`config.mk`:
```
export PLATFORM = sky130hd
export DESIGN_NAME = pulse_oximeter_sample_processor_top_flat
export DESIGN_NICKNAME = d
export VERILOG_FILES = /design/src/sv/poxi_pkg.sv /design/src/sv/poxi_ifs.sv /design/src/sv/poxi_front.sv /design/src/sv/poxi_queue.sv /design/src/sv/poxi_back.sv /design/src/sv/pulse_oximeter_sample_processor_top.sv /design/src/flat_wrapper.sv
export SDC_FILE = /design/constraint.sdc
export NUM_CORES = 2
export LEC_CHECK = 0
export BUFFER_PORTS_ARGS = -buffer_cell sky130_fd_sc_hd__buf_4
export CELL_PAD_IN_SITES_DETAIL_PLACEMENT = 1
export CELL_PAD_IN_SITES_GLOBAL_PLACEMENT = 1
export CORE_UTILIZATION = 40
export DETAILED_ROUTE_END_ITERATION = 16
export GPL_ROUTABILITY_DRIVEN = 0
export PLACE_DENSITY_LB_ADDON = 0.1
export SLEW_MARGIN = 20
export SYNTH_ARGS = -nofsm -noshare
export SYNTH_HDL_FRONTEND = slang
export SYNTH_SLANG_ARGS = --single-unit
```
`constraint.sdc`:
```
create_clock -name clk -period 10.9 [get_ports clk]
set_input_delay 0.545 -clock clk [delete_from_list [all_inputs] [get_ports clk]]
set_output_delay 0.545 -clock clk [all_outputs]
set_load 0.005 [all_outputs]
```
`src/sv/poxi_pkg.sv`:
```
// ----------------------------------------------------------------------------
// poxi_pkg
// Shared types and constants of the pulse oximeter sample processor.
// ----------------------------------------------------------------------------
`default_nettype none

package poxi_pkg;

  // input beat kinds
  localparam logic [1:0] MODE_SAMPLE   = 2'd0;
  localparam logic [1:0] MODE_BASELINE = 2'd1;
  localparam logic [1:0] MODE_WINDOW   = 2'd2;

  // configuration register indexes
  localparam int CFG_INDEX_BITS = 3;
  localparam logic [CFG_INDEX_BITS-1:0] REG_FINGER_LOW      = 3'd0;
  localparam logic [CFG_INDEX_BITS-1:0] REG_FINGER_HIGH     = 3'd1;
  localparam logic [CFG_INDEX_BITS-1:0] REG_FLOOR_LEVEL     = 3'd2;
  localparam logic [CFG_INDEX_BITS-1:0] REG_BASELINE_RELOAD = 3'd3;
  localparam logic [CFG_INDEX_BITS-1:0] REG_PEAK_RELOAD     = 3'd4;
  localparam logic [CFG_INDEX_BITS-1:0] REG_PEAK_MARGIN     = 3'd5;
  localparam logic [CFG_INDEX_BITS-1:0] REG_STUCK_LIMIT     = 3'd6;

  // register reset values, truncated to the sample width where used
  localparam logic [31:0] FINGER_LOW_RST      = 32'd130000;
  localparam logic [31:0] FINGER_HIGH_RST     = 32'd170000;
  localparam logic [31:0] FLOOR_LEVEL_RST     = 32'd3000;
  localparam logic [31:0] BASELINE_RELOAD_RST = 32'd160000;
  localparam logic [31:0] PEAK_RELOAD_RST     = 32'd150000;
  localparam logic [31:0] PEAK_MARGIN_RST     = 32'd555;
  localparam logic [7:0]  STUCK_LIMIT_RST     = 8'd250;

  // SpO2 = 104 - 17*R in Q8.8: 26624 - round(4352*N/D)
  localparam int Q_BITS       = 17;
  localparam int SLOPE_SH_HI  = 13;  // 2*4352 = 2^13 + 2^9
  localparam int SLOPE_SH_LO  = 9;
  localparam logic signed [18:0] SPO2_OFFSET = 19'sd26624;
  localparam logic signed [18:0] SPO2_LIMIT  = 19'sd25600;
  localparam logic signed [18:0] SAT_POS     = 19'sd32767;
  localparam logic signed [18:0] SAT_NEG     = -19'sd32768;

  typedef struct packed {
    logic        below_floor;
    logic        div_zero;
    logic        red_neg;
    logic        finger;
    logic        lost;
    logic        beat_valid;
    logic [15:0] beat;
  } poxi_flags_t;

endpackage

`default_nettype wire

```
`src/sv/poxi_ifs.sv`:
```
// ----------------------------------------------------------------------------
// poxi_ifs
// Valid/ready channels for sample beats and result beats.
// ----------------------------------------------------------------------------
`default_nettype none

interface poxi_in_if #(
  parameter int SAMPLE_BITS = 18
) ();
  logic                   valid;
  logic                   ready;
  logic [1:0]             mode;
  logic [SAMPLE_BITS-1:0] ir_sample;
  logic [SAMPLE_BITS-1:0] red_sample;

  modport source (output valid, mode, ir_sample, red_sample, input ready);
  modport sink   (input valid, mode, ir_sample, red_sample, output ready);
endinterface

interface poxi_out_if ();
  logic               valid;
  logic               ready;
  logic signed [15:0] spo2_value;
  logic               spo2_valid;
  logic               finger_present;
  logic               sensor_lost;
  logic [15:0]        beat_count;
  logic               beat_count_valid;

  modport source (output valid, spo2_value, spo2_valid, finger_present, sensor_lost,
                  beat_count, beat_count_valid, input ready);
  modport sink   (input valid, spo2_value, spo2_valid, finger_present, sensor_lost,
                  beat_count, beat_count_valid, output ready);
endinterface

`default_nettype wire

```
`src/sv/poxi_front.sv`:
```
// ----------------------------------------------------------------------------
// poxi_front
// Accepts beats, keeps minima, peak, window count and stuck run, and queues
// the ratio operands of each sample pair.
// ----------------------------------------------------------------------------
`default_nettype none

module poxi_front #(
  parameter int SAMPLE_BITS = 18,
  parameter int COUNT_BITS  = 16
) (
  input  wire logic                                clk,
  input  wire logic                                rst,
  input  wire logic                                cfg_we,
  input  wire logic [poxi_pkg::CFG_INDEX_BITS-1:0] cfg_index,
  input  wire logic [SAMPLE_BITS-1:0]              cfg_data,
  poxi_in_if.sink                                  smp,
  input  wire logic                                full,
  output logic                                     push,
  output poxi_pkg::poxi_flags_t                    flags,
  output logic [4*SAMPLE_BITS-1:0]                 job_data
);

  localparam int S = SAMPLE_BITS;
  localparam logic [COUNT_BITS-1:0] CMAX = '1;

  logic [S-1:0] finger_low, finger_high, floor_level, baseline_reload;
  logic [S-1:0] peak_reload, peak_margin;
  logic [7:0]   stuck_limit;

  logic [S-1:0]          ir_minimum, red_minimum, ir_peak, previous_ir;
  logic [COUNT_BITS-1:0] near_peak_count;
  logic                  report_pending;
  logic [7:0]            same_run_count;

  logic                  accept;
  logic [S-1:0]          ir, red;
  logic [S-1:0]          ir_min_next, red_min_next, peak_next;
  logic [S-1:0]          ir_diff, red_abs;
  logic                  above_floor, div_zero, red_neg, near, finger, lost;
  logic [COUNT_BITS-1:0] count_next;
  logic [31:0]           count_ext;
  logic [15:0]           beat;
  logic [7:0]            run_inc, run_next;
  logic                  same_ir;

  assign smp.ready = !full;
  assign accept    = smp.valid && !full;
  assign push      = accept && (smp.mode == poxi_pkg::MODE_SAMPLE);
  assign ir        = smp.ir_sample;
  assign red       = smp.red_sample;

  always_comb begin
    above_floor  = ir > floor_level;
    ir_min_next  = (ir < ir_minimum && above_floor) ? ir : ir_minimum;
    red_min_next = (red < red_minimum && red > floor_level) ? red : red_minimum;
    div_zero     = (ir == ir_min_next) || (red_min_next == '0);
    ir_diff      = ir - ir_min_next;
    red_neg      = red < red_min_next;
    red_abs      = red_neg ? (red_min_next - red) : (red - red_min_next);

    peak_next  = (ir > ir_peak) ? ir : ir_peak;
    near       = ({1'b0, ir} + {1'b0, peak_margin}) > {1'b0, peak_next};
    count_next = (near && near_peak_count != CMAX) ? near_peak_count + 1'b1
                                                   : near_peak_count;
    count_ext  = 32'(count_next);
    beat       = (count_ext > 32'hFFFF) ? 16'hFFFF : count_ext[15:0];

    same_ir  = previous_ir == ir;
    run_inc  = same_run_count + 8'd1;
    lost     = same_ir && (run_inc >= stuck_limit);
    run_next = (!same_ir || lost) ? 8'd0 : run_inc;

    finger = (ir > finger_low) && (ir < finger_high);

    flags.below_floor = !above_floor;
    flags.div_zero    = div_zero;
    flags.red_neg     = red_neg;
    flags.finger      = finger;
    flags.lost        = lost;
    flags.beat_valid  = report_pending;
    flags.beat        = report_pending ? beat : 16'd0;
    job_data          = {ir_min_next, red_min_next, ir_diff, red_abs};
  end

  always_ff @(posedge clk) begin
    if (rst) begin
      finger_low      <= poxi_pkg::FINGER_LOW_RST[S-1:0];
      finger_high     <= poxi_pkg::FINGER_HIGH_RST[S-1:0];
      floor_level     <= poxi_pkg::FLOOR_LEVEL_RST[S-1:0];
      baseline_reload <= poxi_pkg::BASELINE_RELOAD_RST[S-1:0];
      peak_reload     <= poxi_pkg::PEAK_RELOAD_RST[S-1:0];
      peak_margin     <= poxi_pkg::PEAK_MARGIN_RST[S-1:0];
      stuck_limit     <= poxi_pkg::STUCK_LIMIT_RST;
      ir_minimum      <= poxi_pkg::BASELINE_RELOAD_RST[S-1:0];
      red_minimum     <= poxi_pkg::BASELINE_RELOAD_RST[S-1:0];
      ir_peak         <= poxi_pkg::PEAK_RELOAD_RST[S-1:0];
      near_peak_count <= '0;
      report_pending  <= 1'b0;
      previous_ir     <= '0;
      same_run_count  <= 8'd0;
    end else begin
      if (cfg_we) begin
        unique case (cfg_index)
          poxi_pkg::REG_FINGER_LOW:      finger_low      <= cfg_data;
          poxi_pkg::REG_FINGER_HIGH:     finger_high     <= cfg_data;
          poxi_pkg::REG_FLOOR_LEVEL:     floor_level     <= cfg_data;
          poxi_pkg::REG_BASELINE_RELOAD: baseline_reload <= cfg_data;
          poxi_pkg::REG_PEAK_RELOAD:     peak_reload     <= cfg_data;
          poxi_pkg::REG_PEAK_MARGIN:     peak_margin     <= cfg_data;
          poxi_pkg::REG_STUCK_LIMIT:     stuck_limit     <= cfg_data[7:0];
          default: ;
        endcase
      end
      if (accept) begin
        unique case (smp.mode)
          poxi_pkg::MODE_SAMPLE: begin
            ir_minimum      <= ir_min_next;
            red_minimum     <= red_min_next;
            ir_peak         <= peak_next;
            near_peak_count <= report_pending ? '0 : count_next;
            report_pending  <= 1'b0;
            previous_ir     <= ir;
            same_run_count  <= run_next;
          end
          poxi_pkg::MODE_BASELINE: begin
            ir_minimum  <= baseline_reload;
            red_minimum <= baseline_reload;
            ir_peak     <= peak_reload;
          end
          poxi_pkg::MODE_WINDOW: begin
            report_pending <= 1'b1;
          end
          default: ;
        endcase
      end
    end
  end

endmodule

`default_nettype wire

```
`src/sv/poxi_queue.sv`:
```
// ----------------------------------------------------------------------------
// poxi_queue
// Short FIFO between the front and the back.
// ----------------------------------------------------------------------------
`default_nettype none

module poxi_queue #(
  parameter int WIDTH = 8,
  parameter int DEPTH = 2
) (
  input  wire logic             clk,
  input  wire logic             rst,
  input  wire logic             push,
  input  wire logic [WIDTH-1:0] wr_data,
  output logic                  full,
  input  wire logic             pop,
  output logic [WIDTH-1:0]      rd_data,
  output logic                  empty
);

  localparam int PTR_W = (DEPTH > 1) ? $clog2(DEPTH) : 1;
  localparam int CNT_W = $clog2(DEPTH + 1);

  logic [WIDTH-1:0] slots [DEPTH];
  logic [PTR_W-1:0] wr_ptr, rd_ptr;
  logic [CNT_W-1:0] count;

  assign full    = count == CNT_W'(DEPTH);
  assign empty   = count == '0;
  assign rd_data = slots[rd_ptr];

  always_ff @(posedge clk) begin
    if (push) begin
      slots[wr_ptr] <= wr_data;
    end
  end

  always_ff @(posedge clk) begin
    if (rst) begin
      wr_ptr <= '0;
      rd_ptr <= '0;
      count  <= '0;
    end else begin
      if (push) begin
        wr_ptr <= (wr_ptr == PTR_W'(DEPTH - 1)) ? '0 : wr_ptr + 1'b1;
      end
      if (pop) begin
        rd_ptr <= (rd_ptr == PTR_W'(DEPTH - 1)) ? '0 : rd_ptr + 1'b1;
      end
      if (push && !pop) begin
        count <= count + 1'b1;
      end else if (pop && !push) begin
        count <= count - 1'b1;
      end
    end
  end

  a_no_overflow: assert property (@(posedge clk) disable iff (rst) push |-> !full)
    else $error("queue push while full");
  a_no_underflow: assert property (@(posedge clk) disable iff (rst) pop |-> !empty)
    else $error("queue pop while empty");
  a_count_range: assert property (@(posedge clk) disable iff (rst)
    count <= CNT_W'(DEPTH))
    else $error("queue count out of range");

endmodule

`default_nettype wire

```
`src/sv/poxi_back.sv`:
```
// ----------------------------------------------------------------------------
// poxi_back
// Forms N and D, divides with a rounding restoring divider and drives the
// registered result beat.
// ----------------------------------------------------------------------------
`default_nettype none

module poxi_back #(
  parameter int SAMPLE_BITS = 18
) (
  input  wire logic                       clk,
  input  wire logic                       rst,
  input  wire logic                       empty,
  output logic                            pop,
  input  wire poxi_pkg::poxi_flags_t      flags,
  input  wire logic [4*SAMPLE_BITS-1:0]   job_data,
  poxi_out_if.source                      res
);

  localparam int S     = SAMPLE_BITS;
  localparam int QB    = poxi_pkg::Q_BITS;
  localparam int NUM_W = 2 * S + 14;
  localparam int REM_W = 2 * S + 1;
  localparam int CNT_W = $clog2(QB);

  typedef enum logic [2:0] {S_IDLE, S_MUL, S_SUM, S_CHK, S_DIV, S_FIN} state_t;

  state_t                state;
  poxi_pkg::poxi_flags_t job;
  logic [S-1:0]          ir_min, red_min, ir_diff, red_abs;
  logic [2*S-1:0]        mag, den;
  logic [NUM_W-1:0]      num;
  logic [REM_W-1:0]      den2, rem;
  logic [QB-1:0]         num_lo, quo;
  logic [CNT_W-1:0]      step;
  logic                  out_valid;
  logic signed [15:0]    spo2_value;
  logic                  spo2_valid, finger_present, sensor_lost, beat_count_valid;
  logic [15:0]           beat_count;

  logic [REM_W:0]        rem_sh, rem_sub;
  logic                  ge, out_free;
  logic signed [18:0]    qs, v, v_sat;
  logic signed [15:0]    spo_fin;
  logic                  valid_fin;

  assign pop      = (state == S_IDLE) && !empty;
  assign out_free = !out_valid || res.ready;

  always_comb begin
    rem_sh  = {rem, num_lo[QB-1]};
    rem_sub = rem_sh - {1'b0, den2};
    ge      = rem_sh >= {1'b0, den2};

    qs = $signed({2'b00, quo});
    v  = job.red_neg ? (poxi_pkg::SPO2_OFFSET + qs) : (poxi_pkg::SPO2_OFFSET - qs);
    if (v > poxi_pkg::SAT_POS) begin
      v_sat = poxi_pkg::SAT_POS;
    end else if (v < poxi_pkg::SAT_NEG) begin
      v_sat = poxi_pkg::SAT_NEG;
    end else begin
      v_sat = v;
    end
    if (job.below_floor) begin
      spo_fin   = 16'sd0;
      valid_fin = !job.div_zero;
    end else if (job.div_zero) begin
      spo_fin   = 16'sd0;
      valid_fin = 1'b0;
    end else begin
      spo_fin   = v_sat[15:0];
      valid_fin = !v_sat[18] && (v_sat < poxi_pkg::SPO2_LIMIT);
    end
  end

  always_ff @(posedge clk) begin
    if (rst) begin
      state     <= S_IDLE;
      out_valid <= 1'b0;
    end else begin
      if (state == S_FIN && out_free) begin
        out_valid <= 1'b1;
      end else if (res.ready) begin
        out_valid <= 1'b0;
      end
      unique case (state)
        S_IDLE: begin
          if (!empty) begin
            job                              <= flags;
            {ir_min, red_min, ir_diff, red_abs} <= job_data;
            state <= (flags.below_floor || flags.div_zero) ? S_FIN : S_MUL;
          end
        end
        S_MUL: begin
          mag   <= ir_min * red_abs;
          den   <= ir_diff * red_min;
          state <= S_SUM;
        end
        S_SUM: begin
          num   <= (NUM_W'(mag) << poxi_pkg::SLOPE_SH_HI)
                 + (NUM_W'(mag) << poxi_pkg::SLOPE_SH_LO) + NUM_W'(den);
          den2  <= {den, 1'b0};
          state <= S_CHK;
        end
        S_CHK: begin
          num_lo <= num[QB-1:0];
          step   <= CNT_W'(QB - 1);
          if (REM_W'(num[NUM_W-1:QB]) >= den2) begin
            quo   <= '1;
            state <= S_FIN;
          end else begin
            rem   <= REM_W'(num[NUM_W-1:QB]);
            state <= S_DIV;
          end
        end
        S_DIV: begin
          rem    <= ge ? rem_sub[REM_W-1:0] : rem_sh[REM_W-1:0];
          quo    <= {quo[QB-2:0], ge};
          num_lo <= {num_lo[QB-2:0], 1'b0};
          step   <= step - 1'b1;
          if (step == '0) begin
            state <= S_FIN;
          end
        end
        S_FIN: begin
          if (out_free) begin
            spo2_value       <= spo_fin;
            spo2_valid       <= valid_fin;
            finger_present   <= job.finger;
            sensor_lost      <= job.lost;
            beat_count       <= job.beat;
            beat_count_valid <= job.beat_valid;
            state            <= S_IDLE;
          end
        end
        default: state <= S_IDLE;
      endcase
    end
  end

  assign res.valid            = out_valid;
  assign res.spo2_value       = spo2_value;
  assign res.spo2_valid       = spo2_valid;
  assign res.finger_present   = finger_present;
  assign res.sensor_lost      = sensor_lost;
  assign res.beat_count       = beat_count;
  assign res.beat_count_valid = beat_count_valid;

  a_rem_bound: assert property (@(posedge clk) disable iff (rst)
    (state == S_DIV) |-> (rem < den2))
    else $error("divider remainder not below divisor");
  a_fin_result: assert property (@(posedge clk) disable iff (rst)
    (state == S_FIN && out_free) |=> (out_valid && state == S_IDLE))
    else $error("finished job did not produce a result beat");
  a_pop_idle: assert property (@(posedge clk) disable iff (rst)
    pop |=> (state != S_IDLE))
    else $error("job popped but back stayed idle");

endmodule

`default_nettype wire

```
`src/sv/pulse_oximeter_sample_processor_top.sv`:
```
// ----------------------------------------------------------------------------
// pulse_oximeter_sample_processor_top
// SpO2 ratio-of-ratios processor for infrared/red sample pairs.
// ----------------------------------------------------------------------------
// The front takes one beat per cycle while its two-entry job queue has room;
// baseline and window-end events finish in that cycle and give no result.
// Each sample pair gives one result beat. In the back, a pair at or below the
// floor or with a zero divisor goes from issue to the output register, a pair
// whose quotient does not fit 17 bits (saturated reading) goes there from the
// range check, and any other pair passes through issue, two 18x18 multiplies,
// scaled sum, range check, a restoring divider that yields one of 17 quotient
// bits per cycle, and the output register. The divider bounds the sample
// rate: the back takes a new pair only when idle. Configuration writes take
// effect at the next edge and must be made while the block is idle.
// ----------------------------------------------------------------------------
`default_nettype none

module pulse_oximeter_sample_processor_top #(
  parameter int SAMPLE_BITS = 18,
  parameter int COUNT_BITS  = 16
) (
  input  wire logic                                clk,
  input  wire logic                                rst,
  input  wire logic                                cfg_we,
  input  wire logic [poxi_pkg::CFG_INDEX_BITS-1:0] cfg_index,
  input  wire logic [SAMPLE_BITS-1:0]              cfg_data,
  poxi_in_if.sink                                  sample_in,
  poxi_out_if.source                               result_out
);

  localparam int FLAGS_W = $bits(poxi_pkg::poxi_flags_t);
  localparam int DATA_W  = 4 * SAMPLE_BITS;
  localparam int JOB_W   = FLAGS_W + DATA_W;

  logic                  push, pop, full, empty;
  poxi_pkg::poxi_flags_t front_flags, back_flags;
  logic [DATA_W-1:0]     front_data, back_data;
  logic [JOB_W-1:0]      q_rd;

  poxi_front #(
    .SAMPLE_BITS (SAMPLE_BITS),
    .COUNT_BITS  (COUNT_BITS)
  ) u_front (
    .clk       (clk),
    .rst       (rst),
    .cfg_we    (cfg_we),
    .cfg_index (cfg_index),
    .cfg_data  (cfg_data),
    .smp       (sample_in),
    .full      (full),
    .push      (push),
    .flags     (front_flags),
    .job_data  (front_data)
  );

  poxi_queue #(
    .WIDTH (JOB_W),
    .DEPTH (2)
  ) u_queue (
    .clk     (clk),
    .rst     (rst),
    .push    (push),
    .wr_data ({front_flags, front_data}),
    .full    (full),
    .pop     (pop),
    .rd_data (q_rd),
    .empty   (empty)
  );

  assign back_flags = q_rd[JOB_W-1:DATA_W];
  assign back_data  = q_rd[DATA_W-1:0];

  poxi_back #(
    .SAMPLE_BITS (SAMPLE_BITS)
  ) u_back (
    .clk      (clk),
    .rst      (rst),
    .empty    (empty),
    .pop      (pop),
    .flags    (back_flags),
    .job_data (back_data),
    .res      (result_out)
  );

endmodule

`default_nettype wire
```
`src/flat_wrapper.sv`:
```
// flat-port wrapper written by rule: the top's interface ports become plain ports
module pulse_oximeter_sample_processor_top_flat 
#(
  parameter int SAMPLE_BITS = 18,
  parameter int COUNT_BITS  = 16
)
  (clk, rst, cfg_we, cfg_index, cfg_data, sample_in_valid, sample_in_mode, sample_in_ir_sample, sample_in_red_sample, sample_in_ready, result_out_valid, result_out_spo2_value, result_out_spo2_valid, result_out_finger_present, result_out_sensor_lost, result_out_beat_count, result_out_beat_count_valid, result_out_ready);
  poxi_in_if #(.SAMPLE_BITS(SAMPLE_BITS)) sample_in_i ();
  poxi_out_if result_out_i ();
  input  wire logic clk;
  input  wire logic rst;
  input  wire logic cfg_we;
  input  wire logic [poxi_pkg::CFG_INDEX_BITS-1:0] cfg_index;
  input  wire logic [SAMPLE_BITS-1:0] cfg_data;
  input wire logic [$bits(sample_in_i.valid)-1:0] sample_in_valid;
  input wire logic [$bits(sample_in_i.mode)-1:0] sample_in_mode;
  input wire logic [$bits(sample_in_i.ir_sample)-1:0] sample_in_ir_sample;
  input wire logic [$bits(sample_in_i.red_sample)-1:0] sample_in_red_sample;
  output wire logic [$bits(sample_in_i.ready)-1:0] sample_in_ready;
  output wire logic [$bits(result_out_i.valid)-1:0] result_out_valid;
  output wire logic [$bits(result_out_i.spo2_value)-1:0] result_out_spo2_value;
  output wire logic [$bits(result_out_i.spo2_valid)-1:0] result_out_spo2_valid;
  output wire logic [$bits(result_out_i.finger_present)-1:0] result_out_finger_present;
  output wire logic [$bits(result_out_i.sensor_lost)-1:0] result_out_sensor_lost;
  output wire logic [$bits(result_out_i.beat_count)-1:0] result_out_beat_count;
  output wire logic [$bits(result_out_i.beat_count_valid)-1:0] result_out_beat_count_valid;
  input wire logic [$bits(result_out_i.ready)-1:0] result_out_ready;
  assign sample_in_i.valid = sample_in_valid;
  assign sample_in_i.mode = sample_in_mode;
  assign sample_in_i.ir_sample = sample_in_ir_sample;
  assign sample_in_i.red_sample = sample_in_red_sample;
  assign sample_in_ready = sample_in_i.ready;
  assign result_out_valid = result_out_i.valid;
  assign result_out_spo2_value = result_out_i.spo2_value;
  assign result_out_spo2_valid = result_out_i.spo2_valid;
  assign result_out_finger_present = result_out_i.finger_present;
  assign result_out_sensor_lost = result_out_i.sensor_lost;
  assign result_out_beat_count = result_out_i.beat_count;
  assign result_out_beat_count_valid = result_out_i.beat_count_valid;
  assign result_out_i.ready = result_out_ready;
  pulse_oximeter_sample_processor_top #(.SAMPLE_BITS(SAMPLE_BITS), .COUNT_BITS(COUNT_BITS)) u_core (.clk(clk), .rst(rst), .cfg_we(cfg_we), .cfg_index(cfg_index), .cfg_data(cfg_data), .sample_in(sample_in_i), .result_out(result_out_i));
endmodule
```
==> flow_summary.toml <==
[sta]
hold_violations = 0
setup_tns_ps = 0
max_freq_mhz = 143
tightest_slew_ps = 1130
fin_skew_ps = 50.4
setup_viol = 0
fin_crit_sh_pct = 64.3
max_slew_margin_pct = 24.1
setup_ws_ps = 3890
rsz0062_at_grt = "no"
final_max_slew_viol_count = 0
fin_crit_ps = 7010

[place]
hpwl_mm = 139
placed_area_um2 = 64400
portBuffers = 101
pre_cts_ws_ps = 3860

[floorplanning]
rows = 143
start_util_pct = 40.4
die_w_um = 395
io_pins = 102
dieHeight_um = 395
core_area_um2 = 152000
dieArea_um2 = 156000

[synth]
syn_area_per_cell_um2 = 9.95
synth_area_um2 = 61700
synthXorXnorAreaFrac_pct = 2.97
ys_ff_latch = 765
post_synth_fa_ha_maj_area_fraction_pct = 29.0
yosysUniqueCellTypes = 94
synth_top_family_by_area = "adder cells"
synthArstFlopShare_pct = 0
synthesis.instances = 6195
synth.area.mux_share_pct = 2.93
synth_nets = 7364
synth_edf_count = 543
ys.flop_type = "edfxtp_1"
synth_compound_area_share_pct = 11.0
synthSimpleGateAreaFrac_pct = 13.4
synth-warning-count = 0
synth.yosys.seq_area_share_pct = 33.7

[global_route]
globalRouteOverflowTotal = 0
track_usage_pct = 23.2
grt_pass1_vias = 46800
grt_max_degree = 77
grt_pass1_wl_mm = 281
antenna_found_initial = 2

[critical_path]
cp_max_fo = 18
crit_type = "flip-flop to flip-flop"
startpoint_type = "flip-flop"
crit_chain = "nand2_1, fa_1, fa_1, fa_1, inv_1, fa_1, fa_1, inv_1, fa_1, inv_1, ha_1, a21o_1, a2111o_1, o21ai_1, a21oi_1, o41ai_4, o21ai_0, a21oi_1, xnor2_1"
crit_top_cell = "fa_1"
cp_slowest_cell = "edfxtp_1"
critPathMaxStageDelay_ps = 870
endpoint_kind = "flip-flop"
cp.arrival_ps = 7440
cp.required_ps = 11320

[final_layout]
layout-drive-gt1-share_pct = 6.99
layout_common_cells = "893 x inv_1, 835 x nand2_1, 564 x ha_1"
design_area_um2 = 67500
area_growth_syn_to_layout_pct = 9.55
seq_area_um2 = 20800
nets = 7364
fill_cells = 17000
multi_input_area_um2 = 36700
final_common_cell = "inv_1"

[clock_tree]
clk_pin_slew_ps = 70
cts-resized-gates = 0
numCtsBuffers = 92
post_cts_buffers = 0
cts_tree = "done"
clk_latency_ps = 720
cts_hold_buf = 0
ctsHtreeMaxLevel = 3
clk_path_buf_depth = 3
clock-sinks = 765
cts_root_buf = "clkbuf_16"

[hold_path]
hp-class = "input port to flip-flop"

[status]
status = "finished clean"

[drt]
drt_pass1_iterations = 5
vias = 43700
drc = 0
via_per_inst = 5.27
finalWirelength_mm = 180
antenna_left = 0
avgRoutedWirePerCell_um = 21.7
drtIter0Drc = 1782

[flow_run]
max_cap_viol_count = 0
## synth_stat cells, types with 8 or more instances
| master | number | area, um^2 |
|---|---|---|
| fa_1 | 541 | 10800 |
| nor3_1 | 59 | 295 |
| o21ai_1 | 8 | 40.0 |
| inv_1 | 894 | 3360 |
| and2_1 | 289 | 1810 |
| nand3_1 | 85 | 425 |
| clkbuf_1 | 201 | 754 |
| buf_1 | 8 | 30.0 |
| a31o_2 | 8 | 70.1 |
| nor2b_1 | 41 | 257 |
| o22ai_1 | 25 | 156 |
| o31ai_1 | 12 | 90.1 |
| a211o_1 | 12 | 105 |
| nor4_1 | 28 | 175 |
| xor2_1 | 72 | 631 |
| o21ai_0 | 160 | 801 |
| a31oi_1 | 56 | 350 |
| a21oi_1 | 376 | 1880 |
| or4_1 | 11 | 82.6 |
| nand4_1 | 49 | 307 |
| nand2_1 | 835 | 3130 |
| o211ai_1 | 58 | 435 |
| or2_2 | 13 | 81.3 |
| nand2b_1 | 42 | 263 |
| xnor2_1 | 137 | 1200 |
| o2111ai_1 | 10 | 87.6 |
| edfxtp_1 | 543 | 16300 |
| buf_2 | 16 | 80.1 |
| a221o_1 | 26 | 260 |
| mux2_2 | 98 | 1100 |
| a21o_1 | 130 | 976 |
| mux2i_1 | 69 | 691 |
| dfxtp_1 | 222 | 4440 |
| o21bai_1 | 23 | 173 |
| a221oi_1 | 15 | 131 |
| or3_1 | 30 | 188 |
| o21a_1 | 46 | 345 |
| a21boi_0 | 14 | 105 |
| and3_1 | 30 | 188 |
| ha_1 | 564 | 7060 |
| a211oi_1 | 21 | 158 |
| nor2_1 | 209 | 785 |
## cells by family after synthesis
kind of cell / Yosys count
simple gates: 1754
buf+inv: 1129
fa+ha+maj: 1105
compound gates: 1065
flops: 765
xor+xnor: 209
mux: 168
## critical path: cells and delay by family, from the launching register on
kind / cells / cell delay, ps
and+or+nand+nor: 1 / 170
adders and majority gates: 7 / 3410
buffers and inverters: 3 / 160
AOI/OAI and AO/OA: 7 / 2000
DFF: 1 / 870
xor gates and xnor gates: 1 / 90
## through the flow
stage               std cells  hold WS, ps  utilization, %
global route             8297          118            44.3
CTS                      8297         77.4            44.3
floorplan                6195          400               -
detailed placement       8131          406            42.2
finish                   8299          131            44.3
global placement         8131          405            42.2
## sequential cells by signal, summed over array words and instances (netlist names), 22 cells and up, named ones only
name                  cells
u_core.u_back.rem        37
u_core.u_back.mag        36
u_core.u_queue.slots    188
u_core.u_back.num        50
u_core.u_back.den2       27
u_core.u_back.job        22
u_core.u_back.den        36
## metal layers
metal / wire length [um] / vias to the layer above / GRT usage (%)
met5: 0 / - / 0
met4: 3680 / 0 / 5.50
met3: 4650 / 170 / 2.16
met1: 81300 / 22200 / 30.1
li1: - / 20800 / -
met2: 90800 / 553 / 41.6
## path summary, 6_finish.rpt
check                                                from                              to  slack, ps  cells past startpoint
worst min-delay path                         cfg_data[15]  u_core.u_front.peak_reload[15]        130                      3
worst min register to register       u_core.u_back.den[7]            u_core.u_back.num[7]        420                      0
worst max-delay path            u_core.u_back.ir_diff[13]           u_core.u_back.den[35]       3890                     19
worst max register to register  u_core.u_back.ir_diff[13]           u_core.u_back.den[35]       3890                     19
## area by class of cell
| class | count | area share, % |
|---|---|---|
| multi-input combinational | 4301 | 54.3 |
| sequential | 765 | 30.7 |
| inverter | 895 | 4.97 |
| tap | 2030 | 3.76 |
| clock buffer | 109 | 3.53 |
| timing repair buffer | 140 | 1.56 |
| clock inverter | 57 | 1.12 |
| antenna | 2 | 0.00741 |
Power is left out: the tool's default activity adds up to more than one toggle a clock period on the data nets, which glitch-free logic cannot reach.
